$ cat src/rtl/vsis_pkg.sv
// ----------------------------------------------------------------------------
// vsis_pkg
// types, codes and field layout shared by the sequencer and its checker
// ----------------------------------------------------------------------------
`default_nettype none

package vsis_pkg;

  localparam int TIME_BITS     = 16;
  localparam int PRESSURE_BITS = 40;
  localparam int PX_BITS       = PRESSURE_BITS + 4;  // room for 11 * pressure
  localparam int CONFIRM_BITS  = 8;
  localparam int CMD_BITS      = 2;
  localparam int STATUS_BITS   = 3;

  localparam int IN_DATA_W  = 48;
  localparam int OUT_DATA_W = 40;
  localparam int CFG_DATA_W = 64;
  localparam int CFG_ADDR_W = 5;

  // tdata layout of result words
  localparam int OUT_CMD_LSB    = 0;
  localparam int OUT_STATUS_LSB = OUT_CMD_LSB + CMD_BITS;
  localparam int OUT_EL_LSB     = OUT_STATUS_LSB + STATUS_BITS;
  localparam int OUT_HELD_LSB   = OUT_EL_LSB + TIME_BITS;

  localparam logic [PRESSURE_BITS-1:0] START_PRESSURE_RST = PRESSURE_BITS'(1000);
  localparam logic [TIME_BITS-1:0]     MAX_WAIT_RST       = TIME_BITS'(10);
  localparam logic [TIME_BITS-1:0]     HOLD_RST           = TIME_BITS'(60);
  localparam logic [CONFIRM_BITS-1:0]  CONFIRM_LIMIT_RST  = CONFIRM_BITS'(50);

  typedef enum logic [1:0] {
    REG_START_PRESSURE = 2'd0,
    REG_MAX_WAIT       = 2'd1,
    REG_HOLD           = 2'd2,
    REG_CONFIRM_LIMIT  = 2'd3
  } reg_index_t;

  typedef enum logic [CMD_BITS-1:0] {
    CMD_NONE         = 2'd0,
    CMD_SET_EXHAUST  = 2'd1,
    CMD_TOGGLE_VALVE = 2'd2
  } command_t;

  typedef enum logic [STATUS_BITS-1:0] {
    ST_RUN      = 3'd0,
    ST_OK       = 3'd1,
    ST_CANCEL   = 3'd2,
    ST_MODE_ERR = 3'd3,
    ST_VALVE    = 3'd4,
    ST_PRESS    = 3'd5,
    ST_OVERTIME = 3'd6,
    ST_COMM     = 3'd7
  } status_t;

  typedef enum logic [4:0] {
    PH_IDLE  = 5'b00001,
    PH_WAIT  = 5'b00010,
    PH_EXH   = 5'b00100,
    PH_VALVE = 5'b01000,
    PH_DONE  = 5'b10000
  } phase_t;

  typedef struct packed {
    logic                     operation;
    logic                     comm_ok;
    logic [PRESSURE_BITS-1:0] pressure;
    logic [PX_BITS-1:0]       pressure_x10;
    logic                     valve_open;
    logic                     manual_exhaust;
    logic                     cancel_pressed;
  } item_t;

  typedef struct packed {
    command_t             command;
    status_t              status;
    logic [TIME_BITS-1:0] elapsed_seconds;
    logic [TIME_BITS-1:0] held_seconds;
  } result_t;

endpackage

`default_nettype wire

$ cat src/rtl/vacuum_start_interlock_sequencer_core.sv
// ----------------------------------------------------------------------------
// vacuum_start_interlock_sequencer_core
// start supervision of a vacuum test: pressure hold, exhaust and valve sequence
// ----------------------------------------------------------------------------
// Takes one word per clock while results are taken and presents one result
// word per input word: the word lands in an input register, and one pass of
// logic updates the run state and fills the result register once that register
// is empty or being taken. Throughput is one word per cycle under the same
// condition, set by that single state-update pass; a stalled result holds back
// the input side only once the input register is also full.
// Registers are written over the APB port at byte address 8*i and should be
// written only while no word is in flight.
`default_nettype none

module vacuum_start_interlock_sequencer_core (
  input  wire logic                             clk,
  input  wire logic                             rst,
  // stream in
  input  wire logic                             s_tvalid,
  output logic                                  s_tready,
  // comm_ok, pressure[40], valve_open, manual_exhaust, cancel_pressed, pad[4]
  input  wire logic [vsis_pkg::IN_DATA_W-1:0]   s_tdata,
  // operation
  input  wire logic                             s_tuser,
  // stream out
  output logic                                  m_tvalid,
  input  wire logic                             m_tready,
  // command[2], status[3], elapsed_seconds[16], held_seconds[16], pad[3]
  output logic [vsis_pkg::OUT_DATA_W-1:0]       m_tdata,
  // register port
  input  wire logic                             psel,
  input  wire logic                             penable,
  input  wire logic                             pwrite,
  input  wire logic [vsis_pkg::CFG_ADDR_W-1:0]  paddr,
  input  wire logic [vsis_pkg::CFG_DATA_W-1:0]  pwdata,
  output logic [vsis_pkg::CFG_DATA_W-1:0]       prdata,
  output logic                                  pready
);

  localparam int PB = vsis_pkg::PRESSURE_BITS;
  localparam int PX = vsis_pkg::PX_BITS;
  localparam int TB = vsis_pkg::TIME_BITS;
  localparam int CB = vsis_pkg::CONFIRM_BITS;

  // configuration
  logic [PB-1:0] start_pressure;
  logic [PX-1:0] start_x11;
  logic [TB-1:0] max_wait_seconds;
  logic [TB-1:0] hold_seconds;
  logic [CB-1:0] confirm_poll_limit;

  logic                 cfg_we;
  vsis_pkg::reg_index_t cfg_idx;
  logic [PX-1:0]        wr_ext;

  assign pready  = 1'b1;
  assign cfg_we  = psel & penable & pwrite & pready;
  assign cfg_idx = vsis_pkg::reg_index_t'(paddr[4:3]);
  assign wr_ext  = {4'b0, pwdata[PB-1:0]};

  always_ff @(posedge clk) begin
    if (rst) begin
      start_pressure     <= vsis_pkg::START_PRESSURE_RST;
      start_x11          <= PX'(11) * {4'b0, vsis_pkg::START_PRESSURE_RST};
      max_wait_seconds   <= vsis_pkg::MAX_WAIT_RST;
      hold_seconds       <= vsis_pkg::HOLD_RST;
      confirm_poll_limit <= vsis_pkg::CONFIRM_LIMIT_RST;
    end else if (cfg_we) begin
      case (cfg_idx)
        vsis_pkg::REG_START_PRESSURE: begin
          start_pressure <= pwdata[PB-1:0];
          // 11*s kept alongside so the 10% test is one compare
          start_x11      <= (wr_ext << 3) + (wr_ext << 1) + wr_ext;
        end
        vsis_pkg::REG_MAX_WAIT:      max_wait_seconds   <= pwdata[TB-1:0];
        vsis_pkg::REG_HOLD:          hold_seconds       <= pwdata[TB-1:0];
        vsis_pkg::REG_CONFIRM_LIMIT: confirm_poll_limit <= pwdata[CB-1:0];
        default: ;
      endcase
    end
  end

  always_comb begin
    case (cfg_idx)
      vsis_pkg::REG_START_PRESSURE: prdata = 64'(start_pressure);
      vsis_pkg::REG_MAX_WAIT:       prdata = 64'(max_wait_seconds);
      vsis_pkg::REG_HOLD:           prdata = 64'(hold_seconds);
      vsis_pkg::REG_CONFIRM_LIMIT:  prdata = 64'(confirm_poll_limit);
      default:                      prdata = '0;
    endcase
  end

  // input register
  vsis_pkg::item_t   item;
  vsis_pkg::item_t   item_next;
  logic              item_valid;
  logic              advance;
  logic [PX-1:0]     p_ext;

  assign advance  = item_valid & (~m_tvalid | m_tready);
  assign s_tready = ~item_valid | advance;
  assign p_ext    = {4'b0, s_tdata[PB:1]};

  always_comb begin
    item_next.operation      = s_tuser;
    item_next.comm_ok        = s_tdata[0];
    item_next.pressure       = s_tdata[PB:1];
    item_next.pressure_x10   = (p_ext << 3) + (p_ext << 1);
    item_next.valve_open     = s_tdata[PB+1];
    item_next.manual_exhaust = s_tdata[PB+2];
    item_next.cancel_pressed = s_tdata[PB+3];
  end

  always_ff @(posedge clk) begin
    if (rst) begin
      item_valid <= 1'b0;
    end else if (s_tready) begin
      item_valid <= s_tvalid;
    end
  end

  always_ff @(posedge clk) begin
    if (s_tvalid && s_tready) begin
      item <= item_next;
    end
  end

  // run state
  vsis_pkg::phase_t  phase, phase_next;
  vsis_pkg::status_t final_status, final_status_next;
  logic [TB-1:0]     elapsed_count, elapsed_count_next;
  logic [TB-1:0]     hold_count, hold_count_next;
  logic [CB-1:0]     confirm_count, confirm_count_next;
  vsis_pkg::command_t cmd;

  logic [CB-1:0] confirm_inc;
  logic [CB-1:0] confirm_lim;
  logic          confirm_out;
  logic [TB:0]   overtime_lim;

  assign confirm_inc  = (confirm_count != '1) ? confirm_count + CB'(1) : confirm_count;
  assign confirm_lim  = (confirm_poll_limit == '0) ? CB'(1) : confirm_poll_limit;
  assign confirm_out  = (confirm_inc >= confirm_lim);
  assign overtime_lim = {1'b0, max_wait_seconds} + {1'b0, hold_seconds};

  always_comb begin
    phase_next         = phase;
    final_status_next  = final_status;
    elapsed_count_next = elapsed_count;
    hold_count_next    = hold_count;
    confirm_count_next = confirm_count;
    cmd                = vsis_pkg::CMD_NONE;
    if (item.operation) begin
      phase_next         = vsis_pkg::PH_WAIT;
      final_status_next  = vsis_pkg::ST_RUN;
      elapsed_count_next = '0;
      hold_count_next    = '0;
      confirm_count_next = '0;
    end else begin
      case (phase)
        vsis_pkg::PH_WAIT: begin
          if (elapsed_count != '1) begin
            elapsed_count_next = elapsed_count + TB'(1);
          end
          if (item.cancel_pressed) begin
            phase_next        = vsis_pkg::PH_DONE;
            final_status_next = vsis_pkg::ST_CANCEL;
          end else if (!item.comm_ok) begin
            phase_next        = vsis_pkg::PH_DONE;
            final_status_next = vsis_pkg::ST_COMM;
          end else if (item.pressure <= start_pressure) begin
            if (!item.valve_open) begin
              phase_next        = vsis_pkg::PH_DONE;
              final_status_next = vsis_pkg::ST_OK;
            end else begin
              if (hold_count != '1) begin
                hold_count_next = hold_count + TB'(1);
              end
              if (hold_count_next >= hold_seconds) begin
                cmd                = vsis_pkg::CMD_SET_EXHAUST;
                confirm_count_next = '0;
                phase_next         = vsis_pkg::PH_EXH;
              end
            end
          end else begin
            if (hold_count != '0) begin
              hold_count_next = hold_count - TB'(1);
            end
            // more than 10% over the start level: 10p > 11s
            if (!item.valve_open && (item.pressure_x10 > start_x11)) begin
              phase_next        = vsis_pkg::PH_DONE;
              final_status_next = vsis_pkg::ST_PRESS;
            end
          end
          if (phase_next == vsis_pkg::PH_WAIT &&
              ({1'b0, elapsed_count_next} >= overtime_lim ||
               (elapsed_count_next >= max_wait_seconds && hold_count_next == '0))) begin
            phase_next        = vsis_pkg::PH_DONE;
            final_status_next = vsis_pkg::ST_OVERTIME;
          end
        end
        vsis_pkg::PH_EXH: begin
          if (item.cancel_pressed) begin
            phase_next        = vsis_pkg::PH_DONE;
            final_status_next = vsis_pkg::ST_CANCEL;
          end else if (!item.comm_ok) begin
            phase_next        = vsis_pkg::PH_DONE;
            final_status_next = vsis_pkg::ST_COMM;
          end else if (item.manual_exhaust) begin
            cmd                = vsis_pkg::CMD_TOGGLE_VALVE;
            confirm_count_next = '0;
            phase_next         = vsis_pkg::PH_VALVE;
          end else begin
            confirm_count_next = confirm_inc;
            if (confirm_out) begin
              phase_next        = vsis_pkg::PH_DONE;
              final_status_next = vsis_pkg::ST_MODE_ERR;
            end
          end
        end
        vsis_pkg::PH_VALVE: begin
          if (item.cancel_pressed) begin
            phase_next        = vsis_pkg::PH_DONE;
            final_status_next = vsis_pkg::ST_CANCEL;
          end else if (!item.comm_ok) begin
            phase_next        = vsis_pkg::PH_DONE;
            final_status_next = vsis_pkg::ST_COMM;
          end else if (!item.valve_open) begin
            phase_next        = vsis_pkg::PH_DONE;
            final_status_next = vsis_pkg::ST_OK;
          end else begin
            confirm_count_next = confirm_inc;
            if (confirm_out) begin
              phase_next        = vsis_pkg::PH_DONE;
              final_status_next = vsis_pkg::ST_VALVE;
            end
          end
        end
        default: ;
      endcase
    end
  end

  always_ff @(posedge clk) begin
    if (rst) begin
      phase         <= vsis_pkg::PH_IDLE;
      final_status  <= vsis_pkg::ST_RUN;
      elapsed_count <= '0;
      hold_count    <= '0;
      confirm_count <= '0;
    end else if (advance) begin
      phase         <= phase_next;
      final_status  <= final_status_next;
      elapsed_count <= elapsed_count_next;
      hold_count    <= hold_count_next;
      confirm_count <= confirm_count_next;
    end
  end

  // result register
  vsis_pkg::result_t result;

  always_ff @(posedge clk) begin
    if (rst) begin
      m_tvalid <= 1'b0;
    end else if (advance) begin
      m_tvalid <= 1'b1;
    end else if (m_tready) begin
      m_tvalid <= 1'b0;
    end
  end

  always_ff @(posedge clk) begin
    if (advance) begin
      result.command         <= cmd;
      result.status          <= final_status_next;
      result.elapsed_seconds <= elapsed_count_next;
      result.held_seconds    <= hold_count_next;
    end
  end

  assign m_tdata = {3'b0, result.held_seconds, result.elapsed_seconds,
                    result.status, result.command};

endmodule

`default_nettype wire

$ cat config.mk
export PLATFORM = sky130hd
export DESIGN_NAME = vacuum_start_interlock_sequencer_core
export DESIGN_NICKNAME = d
export VERILOG_FILES = /design/src/rtl/vsis_pkg.sv /design/src/rtl/vacuum_start_interlock_sequencer_core.sv
export SDC_FILE = /design/constraint.sdc
export NUM_CORES = 1
export LEC_CHECK = 0
export BUFFER_PORTS_ARGS = -buffer_cell sky130_fd_sc_hd__buf_2
export CAP_MARGIN = 20
export CELL_PAD_IN_SITES_DETAIL_PLACEMENT = 2
export CELL_PAD_IN_SITES_GLOBAL_PLACEMENT = 2
export CORE_ASPECT_RATIO = 1.75
export CORE_UTILIZATION = 37
export CTS_CLUSTER_DIAMETER = 50
export DETAILED_ROUTE_END_ITERATION = 7
export PLACE_DENSITY = 0.92
export REMOVE_ABC_BUFFERS = 1
export SLEW_MARGIN = 20
export SYNTH_ARGS = -nofsm -noshare
export SYNTH_HDL_FRONTEND = slang
export SYNTH_SLANG_ARGS = --single-unit
$ cat constraint.sdc
create_clock -name clk -period 4.85 [get_ports clk]
set_input_delay 0.485 -clock clk [delete_from_list [all_inputs] [get_ports clk]]
set_output_delay 0.485 -clock clk [all_outputs]
set_load 0.05 [all_outputs]
# [Yosys cells after proc, flatten, opt, wreduce, memory -nomap -nowiden]
# Cells that the tools add are included.
[word_totals] ff_bits=300 in_bits=125 output_inout_bits=107 elab_cells=164
[classes] n_addsub=8 n_lt_le_gt_ge=6 eq_ne=20 mux=82 bitwise=7 reduce_logical=18
[ops] op="16-bit 2-to-1 mux" n=21
[ops] op="64-bit one-hot mux with 4 select lines" n=1
[ops] op="8-bit 2-to-1 mux" n=14
[ops] op="43-bit by 41-bit adder with 44-bit output" n=2
[ops] op="5-bit 2-to-1 mux" n=17
[ops] op="3-bit 2-to-1 mux" n=15
[ops] op="44-bit by 40-bit adder with 44-bit output" n=1
[ops] op="44-bit greater-than comparator" n=1
[ops] op="40-bit less-or-equal comparator" n=1
[ops] op="16-bit by 1-bit adder with 16-bit output, second input constant" n=2
[ops] op="16-bit greater-or-equal comparator" n=2
[ops] op="16-bit inequality test, second input constant" n=2
[ops] op="3-bit inequality test, second input constant" n=10
[ops] op="8-bit one-hot mux with 3 select lines" n=1
[ops] op="16-bit by 16-bit adder with 17-bit output" n=1
[ops] op="16-bit by 17-bit greater-or-equal comparator with 1-bit output" n=1
[ops] op="16-bit zero test" n=1
[ops] op="16-bit nonzero test" n=1
[ops] op="16-bit by 1-bit subtractor with 16-bit output, second input constant" n=1
[ops] op="5-bit one-hot mux with 3 select lines" n=1
[ops] op="12-bit AND reduction" n=1
[ops] op="5-bit by 2-bit equality test with 1-bit output, second input constant" n=2
[ops] op="2-bit AND reduction" n=5
[ops] op="3-bit one-hot mux with 3 select lines" n=1
[ops] op="20 further kinds" n=36

# [Logic depth before layout (Yosys ltp)]
# Gate-level depths: netlist (run 1).
[depth] word_depth=21 ltp_mapped=23 ltp_nobuf=23

# [Worst setup path before layout (run 1)]
# OpenSTA, ideal clock, no wires.
[synth_timing] path_type="register to register" start="register hold_count[1]" end="register final_status[1]" setup_ps=84 arrival_ps=4321 t_required_ps=4766 slack_ps=444 path_stages_with_launch=21 path_buffers=2 synth_period_minus_slack_ps=4406 cell_sequence="dfxtp_1 ha_1 clkbuf_1 and4_1 nand3_1 or3_1 clkbuf_1 xnor2_1 ha_1 nand2b_1 a21o_1 a21o_1 a211oi_1 o21ai_0 a211oi_1 and2_1 o211ai_1 nor4b_1 a31oi_2 a31o_1 o31ai_2"
[synth_via] elab_chain_cells=21 word_cells_on_any_way=34 classes_between="add/sub: 2; order compare: 1; eq/ne: 2; mux: 24; reduce/logical: 5"
[synth_lines] element="start, declared" line="vacuum_start_interlock_sequencer_core.sv:132" text="logic [TB-1:0] hold_count, hold_count_next;"
[synth_lines] element="start signal, assigned" line="vacuum_start_interlock_sequencer_core.sv:255" text="hold_count <= hold_count_next;"
[synth_lines] element="16-bit by 1-bit adder with 16-bit output / 16-bit inequality test (equally long branches)" line="vacuum_start_interlock_sequencer_core.sv:177, vacuum_start_interlock_sequencer_core.sv:176"
[synth_lines] element="16-bit 2-to-1 mux" line="vacuum_start_interlock_sequencer_core.sv:176" text="if (hold_count != '1) begin"
[synth_lines] element="16-bit 2-to-1 mux" line="vacuum_start_interlock_sequencer_core.sv:172" text="if (!item.valve_open) begin"
[synth_lines] element="16-bit 2-to-1 mux" line="vacuum_start_interlock_sequencer_core.sv:171" text="end else if (item.pressure <= start_pressure) begin"
[synth_lines] element="16-bit 2-to-1 mux" line="vacuum_start_interlock_sequencer_core.sv:168" text="end else if (!item.comm_ok) begin"
[synth_lines] element="16-bit 2-to-1 mux" line="vacuum_start_interlock_sequencer_core.sv:165" text="if (item.cancel_pressed) begin"
[synth_lines] element="16-bit 2-to-1 mux" line="vacuum_start_interlock_sequencer_core.sv:160" text="case (phase)"
[synth_lines] element="16-bit 2-to-1 mux" line="vacuum_start_interlock_sequencer_core.sv:153" text="if (item.operation) begin"
[synth_lines] element="[5 not listed]"
[synth_lines] element="5-bit 2-to-1 mux / 16-bit 2-to-1 mux (equally long branches)" line="vacuum_start_interlock_sequencer_core.sv:165, vacuum_start_interlock_sequencer_core.sv:153"
[synth_lines] element="5-bit 2-to-1 mux / 16-bit zero test (equally long branches)" line="vacuum_start_interlock_sequencer_core.sv:160, vacuum_start_interlock_sequencer_core.sv:197"
[synth_lines] element="5-bit 2-to-1 mux / 1-bit logical AND (equally long branches)" line="vacuum_start_interlock_sequencer_core.sv:153, vacuum_start_interlock_sequencer_core.sv:197"
[synth_lines] element="5-bit by 2-bit equality test with 1-bit output / 1-bit logical OR (equally long branches)" line="vacuum_start_interlock_sequencer_core.sv:195, vacuum_start_interlock_sequencer_core.sv:196"
[synth_lines] element="1-bit logical AND *" line="vacuum_start_interlock_sequencer_core.sv:195" text="if (phase_next == vsis_pkg::PH_WAIT &&"
[synth_lines] element="3-bit 2-to-1 mux *" line="vacuum_start_interlock_sequencer_core.sv:195"
[synth_lines] element="3-bit one-hot mux with 3 select lines *" line="vacuum_start_interlock_sequencer_core.sv:160"
[synth_lines] element="3-bit 2-to-1 mux *" line="vacuum_start_interlock_sequencer_core.sv:153"
[synth_lines] element="end signal, assigned" line="vacuum_start_interlock_sequencer_core.sv:247" text="final_status <= vsis_pkg::ST_RUN;"
[synth_lines] element="end signal, assigned" line="vacuum_start_interlock_sequencer_core.sv:253" text="final_status <= final_status_next;"
[synth_lines] element="end, declared" line="vacuum_start_interlock_sequencer_core.sv:130" text="vsis_pkg::status_t final_status, final_status_next;"
# Every way passes the cells marked *; elsewhere a longest branch is shown, timed or not. The select of a mux whose other input is x is not followed.
# A chain may end at the register's enable or synchronous reset.

# [Final worst setup path (run 1)]
[layout_timing] start="register hold_seconds[0]" end="register result (netlist bit m_tdata[3]) (data pin)"
[layout_via] elab_chain_cells=13 word_cells_on_any_way=16 classes_between="add/sub: 1; order compare: 2; eq/ne: 1; mux: 10; reduce/logical: 2"
[layout_lines] element="start, declared" line="vacuum_start_interlock_sequencer_core.sv:49" text="logic [TB-1:0] hold_seconds;"
[layout_lines] element="start signal, assigned" line="vacuum_start_interlock_sequencer_core.sv:66" text="hold_seconds <= vsis_pkg::HOLD_RST;"
[layout_lines] element="start signal, assigned" line="vacuum_start_interlock_sequencer_core.sv:76" text="vsis_pkg::REG_HOLD: hold_seconds <= pwdata[TB-1:0];"
[layout_lines] element="16-bit greater-or-equal comparator" line="vacuum_start_interlock_sequencer_core.sv:179" text="if (hold_count_next >= hold_seconds) begin"
[layout_lines] element="5-bit 2-to-1 mux" line="vacuum_start_interlock_sequencer_core.sv:179"
[layout_lines] element="5-bit 2-to-1 mux" line="vacuum_start_interlock_sequencer_core.sv:172"
[layout_lines] element="5-bit 2-to-1 mux" line="vacuum_start_interlock_sequencer_core.sv:171"
[layout_lines] element="5-bit 2-to-1 mux" line="vacuum_start_interlock_sequencer_core.sv:168"
[layout_lines] element="5-bit 2-to-1 mux" line="vacuum_start_interlock_sequencer_core.sv:165"
[layout_lines] element="5-bit 2-to-1 mux" line="vacuum_start_interlock_sequencer_core.sv:160"
[layout_lines] element="5-bit 2-to-1 mux" line="vacuum_start_interlock_sequencer_core.sv:153"
[layout_lines] element="5-bit by 2-bit equality test with 1-bit output" line="vacuum_start_interlock_sequencer_core.sv:195"
[layout_lines] element="1-bit logical AND *" line="vacuum_start_interlock_sequencer_core.sv:195"
[layout_lines] element="3-bit 2-to-1 mux *" line="vacuum_start_interlock_sequencer_core.sv:195"
[layout_lines] element="3-bit one-hot mux with 3 select lines *" line="vacuum_start_interlock_sequencer_core.sv:160"
[layout_lines] element="3-bit 2-to-1 mux *" line="vacuum_start_interlock_sequencer_core.sv:153"
[layout_lines] element="named net final_status_next[1]" line="vacuum_start_interlock_sequencer_core.sv:130"
[layout_lines] element="end, declared" line="vacuum_start_interlock_sequencer_core.sv:261" text="vsis_pkg::result_t result;"
# The timed path passes the listed nets; every way through them passes the cells marked *. The select of a mux whose other input is x is not followed.

==> results_dict.tcl, run 1 <==
set metrics [dict create \
    power_switching_share 0.341 \
    drive_above_1_share 0.167 \
    synth_adder_area_share 0.176 \
    timing.final.hold_violations 0 \
    clock_tree_from_tritoncts "done" \
    insertion_delay_ns 0.59 \
    worstPathArrival_ns 5.34 \
    failed_checks "setup timing" \
    firstDrtPassIters 5 \
    synth_simple_gate_area_frac 0.181 \
    post_synth_instance_area_sq_um 21600 \
    clk_root_buffer_cell "sky130_fd_sc_hd__clkbuf_16" \
    detail-route-antenna-nets 0 \
    dominantRegCellSynth "sky130_fd_sc_hd__dfxtp_1" \
    place.port_buffers 172 \
    synth.ff_latch_count 296 \
    antenna_violations_before_repair 14 \
    critical_path.max_fanout 4 \
    setup.worst_path.class "flop to flop" \
    dp.final_hpwl_microns 73000 \
    cts_hold_buffers_added 0 \
    drt-wirelength-per-cell_microns 29.6 \
    synth_compound_gate_area_share 0.183 \
    combinationalPowerShare 0.247 \
    placementRows 117 \
    drtIter0Drc 1231 \
    core_area_sq_um 58000 \
    total_routing_resource_utilization_after_global_routing 0.353 \
    power_density_nw_per_um2 306 \
    gp_congestion 0.949 \
    setup_violations 3 \
    timing.final.crit_share 1.01 \
    startpoint_type "flop" \
    post-synth-top-area-cell "sky130_fd_sc_hd__edfxtp_1" \
    finalWorstPathRequiredPeriod_ns 4.90 \
    finalCoreUtilization 0.443 \
    pre_cts_ws_ns -0.472 \
    path_clk_slew_ns 0.06 \
    grt_start_max_net_pins 69 \
    area.growth.synth_to_final_pct 18.7 \
    die_x_microns 185 \
    die_h_microns 322 \
    synth_largest_type_area_fraction 0.171 \
    clkSinkCount 296 \
    hold_path_class "input pin to flop" \
    grt_pass1_vias 25200 \
    cts_max_path_buffers 3 \
    drv_cap 0 \
    route.final.wire_length_microns 107000 \
    relSlewSlack 0.227 \
    boundaryPins 232 \
    postSynthCellCount 2529 \
    accumulated_negative_setup_slack_ns -0.0812 \
    htree_levels 2 \
    yosys_warnings 0 \
    finish.net_count 3195 \
    initial_core_util 0.373 \
    clock_power_share 0.400 \
    async_reset_ff_frac 0 \
    syn_area_per_cell_sq_um 8.56 \
    global_route_wire_length_before_repair_microns 156000 \
    worst-endpoint-required_ns 5.29 \
    highest_attainable_clock_frequency_ghz 0.204 \
    ys_top_cells_by_area "sky130_fd_sc_hd__edfxtp_1 (17%), sky130_fd_sc_hd__dfxtp_1 (16%), sky130_fd_sc_hd__ha_1 (14%), sky130_fd_sc_hd__nand2_1 (6.6%), sky130_fd_sc_hd__a21oi_1 (6.0%)" \
    synth.yosys.seq_area_share 0.331 \
    finalHoldWorstSlack_ns 0.0718 \
    worst_ir_drop_vdd_mv 0.323 \
    layout_setup_ws_ns -0.0517 \
    synth-edff-count 123 \
    cellLeakagePower_nw 10.8 \
    floorplan.die_area_sq_um 59500 \
    post_synth_num_cell_types 84 \
    slew_viols_final 0 \
    fin_skew_ns 0.0282 \
    routed-via-count 21900 \
    status "finished, violations left" \
    cts_inserted_buffers 39 \
    detail_route.drc_violations 0 \
    synth_top_family_by_area "compound AO/OA/AOI/OAI gates" \
    detail_route.vias_per_cell 6.09 \
    timing_worst_slew_pin_value_ns 1.15 \
    worst_setup_path_end_kind "flop" \
    post-route-cell-area_sq_um 25700 \
    synth_mux_area_frac 0.0225 \
    intPower_mw 5.19 \
    p_sw_mw 2.68 \
    globalRouteOverflowTotal 0 \
    synthesized_area_fraction_occupied_by_xor_and_xnor_cells 0.0490 \
    detailed_place.area_sq_um 24000 \
    power_frac_seq 0.353 \
]
## kinds of logic (layout without fill, tap and decap cells)
kind of cell	Yosys count	in the layout
simple gates	850	850
compound gates	641	641
buf+inv	301	566
flops	296	296
fa+ha+maj	280	280
xor+xnor	121	121
mux	38	38
other cells	2	37
## state kept, by name, summed over array words and instances (netlist names)
register and flops:
item_valid 1, phase 5, m_tvalid 1, item 86, m_tdata 37, start_x11 43
confirm_poll_limit 8, elapsed_count 16, start_pressure 40, confirm_count 8, hold_count 16, final_status 3
hold_seconds 16, max_wait_seconds 16
## layout make-up
type | count | area (sq um)
Fill cell | 6371 | 32300
Multi-Input combinational cell | 1958 | 13500
Sequential cell | 296 | 7160
Timing Repair Buffer | 331 | 2060
Clock buffer | 51 | 1120
Tap cell | 773 | 967
Inverter | 164 | 616
Clock inverter | 20 | 215
Antenna cell | 9 | 22.5
## synthesized netlist by cell type, types with 5 or more instances
cell and instances:
sky130_fd_sc_hd__a211oi_1 22, sky130_fd_sc_hd__a21boi_0 5, sky130_fd_sc_hd__a21o_1 68, sky130_fd_sc_hd__a21oi_1 260, sky130_fd_sc_hd__a22oi_1 7, sky130_fd_sc_hd__a31oi_1 17, sky130_fd_sc_hd__a41o_1 5, sky130_fd_sc_hd__a41oi_1 6
sky130_fd_sc_hd__and2_1 11, sky130_fd_sc_hd__and3_1 27, sky130_fd_sc_hd__and4_1 6, sky130_fd_sc_hd__buf_1 6, sky130_fd_sc_hd__buf_2 6, sky130_fd_sc_hd__buf_4 29, sky130_fd_sc_hd__clkbuf_1 95, sky130_fd_sc_hd__dfxtp_1 173
sky130_fd_sc_hd__edfxtp_1 123, sky130_fd_sc_hd__fa_1 40, sky130_fd_sc_hd__ha_1 240, sky130_fd_sc_hd__inv_1 163, sky130_fd_sc_hd__mux2_2 6, sky130_fd_sc_hd__mux2i_1 24, sky130_fd_sc_hd__mux4_2 8, sky130_fd_sc_hd__nand2_1 383
sky130_fd_sc_hd__nand2b_1 26, sky130_fd_sc_hd__nand3_1 50, sky130_fd_sc_hd__nand4_1 37, sky130_fd_sc_hd__nor2_1 151, sky130_fd_sc_hd__nor2b_1 19, sky130_fd_sc_hd__nor3_1 77, sky130_fd_sc_hd__nor3b_1 5, sky130_fd_sc_hd__nor4_1 11
sky130_fd_sc_hd__o211ai_1 31, sky130_fd_sc_hd__o21a_1 23, sky130_fd_sc_hd__o21ai_0 112, sky130_fd_sc_hd__o21bai_1 17, sky130_fd_sc_hd__o31ai_1 10, sky130_fd_sc_hd__or2_2 7, sky130_fd_sc_hd__or3_1 15, sky130_fd_sc_hd__or4_1 7
sky130_fd_sc_hd__xnor2_1 73, sky130_fd_sc_hd__xor2_1 48
## final timing paths
| check | from | end | slack [ns] | cells after the start |
|---|---|---|---|---|
| max reg2reg | hold_seconds[0] | m_tdata[3] | -0.05 | 26 |
| min | s_tdata[43] | item[0] | 0.07 | 1 |
| min reg2reg | phase[0] | phase[0] | 0.44 | 2 |
| max | hold_seconds[0] | m_tdata[3] | -0.05 | 26 |
## layout by cell type (no fill, tap or decap), types with 106 or more instances in the layout
master / count
sky130_fd_sc_hd__nand2_1: 381
sky130_fd_sc_hd__a21oi_1: 253
sky130_fd_sc_hd__ha_1: 238
sky130_fd_sc_hd__buf_2: 171
sky130_fd_sc_hd__dfxtp_1: 169
sky130_fd_sc_hd__inv_1: 162
sky130_fd_sc_hd__buf_4: 159
sky130_fd_sc_hd__nor2_1: 149
sky130_fd_sc_hd__edfxtp_1: 123
sky130_fd_sc_hd__o21ai_0: 106
## per-stage QoR
step	total power, mW	cells
after detailed placement	4.57	3499
after global placement	4.37	3499
after CTS	7.82	3587
after global routing	8.07	3596
final	7.87	3602
after floorplan	3.88	2418
## what timing repair did
action	4_1_cts	5_1_grt
endpoints found under the setup margin	8	11
gates resized for setup	11	40
pin swaps	6	24
setup buffers	17	6
## power groups by stage
stage	sequential, mW	combinational (mW)	clock (mW)
floorplan	2.85	1.03	0
global placement	2.81	1.56	0
detailed placement	2.82	1.74	0
CTS	2.78	1.87	3.17
global route	2.78	2.03	3.26
finish	2.78	1.95	3.14
## worst max-delay path: stages, from the launching register on
cell and delay, ns:
sky130_fd_sc_hd__dfxtp_2 0.34, sky130_fd_sc_hd__ha_2 0.21, sky130_fd_sc_hd__fa_2 0.39, sky130_fd_sc_hd__a21o_1 0.26
sky130_fd_sc_hd__a21oi_2 0.26, sky130_fd_sc_hd__inv_1 0.10, sky130_fd_sc_hd__a21oi_2 0.18, sky130_fd_sc_hd__buf_4 0.14
sky130_fd_sc_hd__buf_4 0.09, sky130_fd_sc_hd__buf_4 0.09, sky130_fd_sc_hd__buf_4 0.09, sky130_fd_sc_hd__buf_4 0.09
sky130_fd_sc_hd__buf_4 0.09, sky130_fd_sc_hd__buf_4 0.10, sky130_fd_sc_hd__buf_4 0.09, sky130_fd_sc_hd__buf_4 0.09
sky130_fd_sc_hd__o21bai_1 0.08, sky130_fd_sc_hd__xnor2_1 0.17, sky130_fd_sc_hd__ha_1 0.34, sky130_fd_sc_hd__o21ai_1 0.10
sky130_fd_sc_hd__a2111oi_2 0.39, sky130_fd_sc_hd__nor2_2 0.13, sky130_fd_sc_hd__buf_6 0.15, sky130_fd_sc_hd__nor3_4 0.24
sky130_fd_sc_hd__a31oi_4 0.09, sky130_fd_sc_hd__a31o_1 0.30, sky130_fd_sc_hd__a21oi_2 0.17
## routing by layer
metal  vias up  wire length (microns)  GRT usage
met3       561                   5190     0.0664
met2       960                  56000      0.661
li1       9471                      -          -
met4         8                  11000      0.318
met1     10900                  34300      0.315
met5         -                     54          0
(Power assumes the default switching activity.)
==> inputs of run 2 (changes only) <==
--- a/config.mk
+++ b/config.mk
@@ -15,6 +15,7 @@
 export DETAILED_ROUTE_END_ITERATION = 7
 export PLACE_DENSITY = 0.92
 export REMOVE_ABC_BUFFERS = 1
+export SKIP_CTS_REPAIR_TIMING = 1
 export SLEW_MARGIN = 20
 export SYNTH_ARGS = -nofsm -noshare
 export SYNTH_HDL_FRONTEND = slang
==> results_dict.tcl, run 2 (same netlist as run 1, synthesis figures left out) <==
set metrics [dict create \
    fillerInstances 6396 \
    worstPathCellList "ha_1 > nand4_1 > nor4_2 > nand3_1 > a21oi_1 > a211oi_2 > buf_4 > nor2_2 > buf_4 > a311o_1 > o311ai_0 > nor4b_2 > buf_4 > a31oi_4 > a31o_1 > a21oi_1" \
    status "finished, final reports clean" \
    fin_skew_ns 0.0293 \
    grt_pass1_vias 24800 \
    globalRouteOverflowTotal 0 \
    power_density_nw_per_um2 306 \
    final_cell_mix "sky130_fd_sc_hd__nand2_1 (381), sky130_fd_sc_hd__a21oi_1 (256), sky130_fd_sc_hd__ha_1 (238)" \
    worst-endpoint-required_ns 5.17 \
    grt_start_max_net_pins 69 \
    rr_worst_depth 16 \
    cp_slowest_stage_delay_ns 0.56 \
    critical_path.max_fanout 11 \
    drtIter0Drc 1245 \
    detail-route-antenna-nets 0 \
    route.final.wire_length_microns 102000 \
    post-route-cell-area_sq_um 25500 \
    largest_registers "item x86, start_x11 x43, start_pressure x40" \
    clock_power_share 0.401 \
    place.port_buffers 172 \
    gp_congestion 0.949 \
    power.total_mw 7.81 \
    instances_no_fill 3585 \
    timing.final.crit_share 0.978 \
    routed-via-count 21500 \
    drive_above_1_share 0.157 \
    relSlewSlack 0.237 \
    path_clk_slew_ns 0.07 \
    worst_setup_path_end_kind "flop" \
    worstPathArrival_ns 5.06 \
    detail_route.vias_per_cell 6.00 \
    cts_inserted_buffers 39 \
    post_place_cells 3499 \
    initial_core_util 0.373 \
    setup.worst_path.class "flop to flop" \
    die_x_microns 185 \
    detail_route.drc_violations 0 \
    finish.net_count 3177 \
    boundaryPins 232 \
    cellLeakagePower_nw 10.7 \
    slew_viols_final 0 \
    timing_worst_slew_pin_value_ns 1.14 \
    p_sw_mw 2.64 \
    finalWorstPathRequiredPeriod_ns 4.74 \
    dominant_cell_type_by_count_on_the_critical_path "sky130_fd_sc_hd__buf_4" \
    placementRows 117 \
    clkSinkCount 296 \
    total_routing_resource_utilization_after_global_routing 0.343 \
    cp.depth 16 \
    highest_attainable_clock_frequency_ghz 0.211 \
    combinationalPowerShare 0.244 \
    global_route_wire_length_before_repair_microns 152000 \
    cp_num_buf_inv 3 \
    min_path_cells 1 \
    htree_levels 2 \
    largest_register_ff_count 86 \
    area_taken_by_multi_input_logic_gates_sq_um 13500 \
    drv_cap 0 \
    cts_max_path_buffers 3 \
    intPower_mw 5.18 \
    startpoint_type "flop" \
    die_h_microns 322 \
    regMostFlops "item" \
    hold_path_class "input pin to flop" \
    antenna_violations_before_repair 14 \
    clock_tree_from_tritoncts "done" \
    drt-wirelength-per-cell_microns 28.4 \
    dp.final_hpwl_microns 73000 \
    detailed_place.area_sq_um 24000 \
    critical_path.top_delay_family "simple AND/OR/NAND/NOR gates" \
    area.growth.synth_to_final_pct 17.8 \
    power_switching_share 0.338 \
    finalHoldWorstSlack_ns 0.0829 \
    setup_violations 0 \
    core_area_sq_um 58000 \
    power_frac_seq 0.356 \
    layout_commonest_cell "sky130_fd_sc_hd__nand2_1" \
    floorplan.die_area_sq_um 59500 \
    crit_slowest_cell "sky130_fd_sc_hd__nor4_2" \
    clk_root_buffer_cell "sky130_fd_sc_hd__clkbuf_16" \
    timing.final.hold_violations 0 \
    worst_ir_drop_vdd_mv 0.321 \
    register_area_sq_um 7160 \
    insertion_delay_ns 0.59 \
    firstDrtPassIters 5 \
]
==> run 2: power by group through the flow <==
stage | Clock (mW) | Sequential (mW) | Combinational [mW]
4_1_cts | 3.17 | 2.78 | 1.86
3_5_place_dp | 0 | 2.82 | 1.74
3_3_place_gp | 0 | 2.81 | 1.56
6_report | 3.13 | 2.78 | 1.90
5_1_grt | 3.25 | 2.78 | 2.00
2_1_floorplan | 0 | 2.85 | 1.03
==> run 2: per-stage QoR <==
| step | TNS [ns] | setup slack, ns | util |
|---|---|---|---|
| after floorplan | 0 | 0.500 | - |
| after global placement | -1.46 | -0.231 | 0.413 |
| after detailed placement | -3.27 | -0.472 | 0.413 |
| after CTS | -4.37 | -0.623 | 0.436 |
| after global routing | -0.0741 | -0.0345 | 0.440 |
| final | 0 | 0.109 | 0.440 |
==> run 2: final timing paths <==
check / to / start / slack (ns)
worst max register to register: m_tdata[3] / item[84] / 0.11
worst min register to register: phase[0] / phase[0] / 0.45
worst max-delay path: m_tdata[3] / item[84] / 0.11
worst min-delay path: item[1] / s_tdata[42] / 0.08
==> run 2: area by class of cell <==
class,count,area share
Antenna cell,10,0.000981
Clock buffer,51,0.0438
Inverter,164,0.0241
Timing Repair Buffer,313,0.0755
Tap cell,773,0.0379
Clock inverter,20,0.00844
Multi-Input combinational cell,1958,0.529
Sequential cell,296,0.281
==> run 2: metal layers <==
| metal | global-route usage | wire (microns) | vias up |
|---|---|---|---|
| met5 | 0 | 85 | - |
| met4 | 0.299 | 9520 | 12 |
| met3 | 0.0607 | 4690 | 472 |
| met2 | 0.648 | 54900 | 831 |
| met1 | 0.305 | 32700 | 10700 |
| li1 | - | - | 9452 |
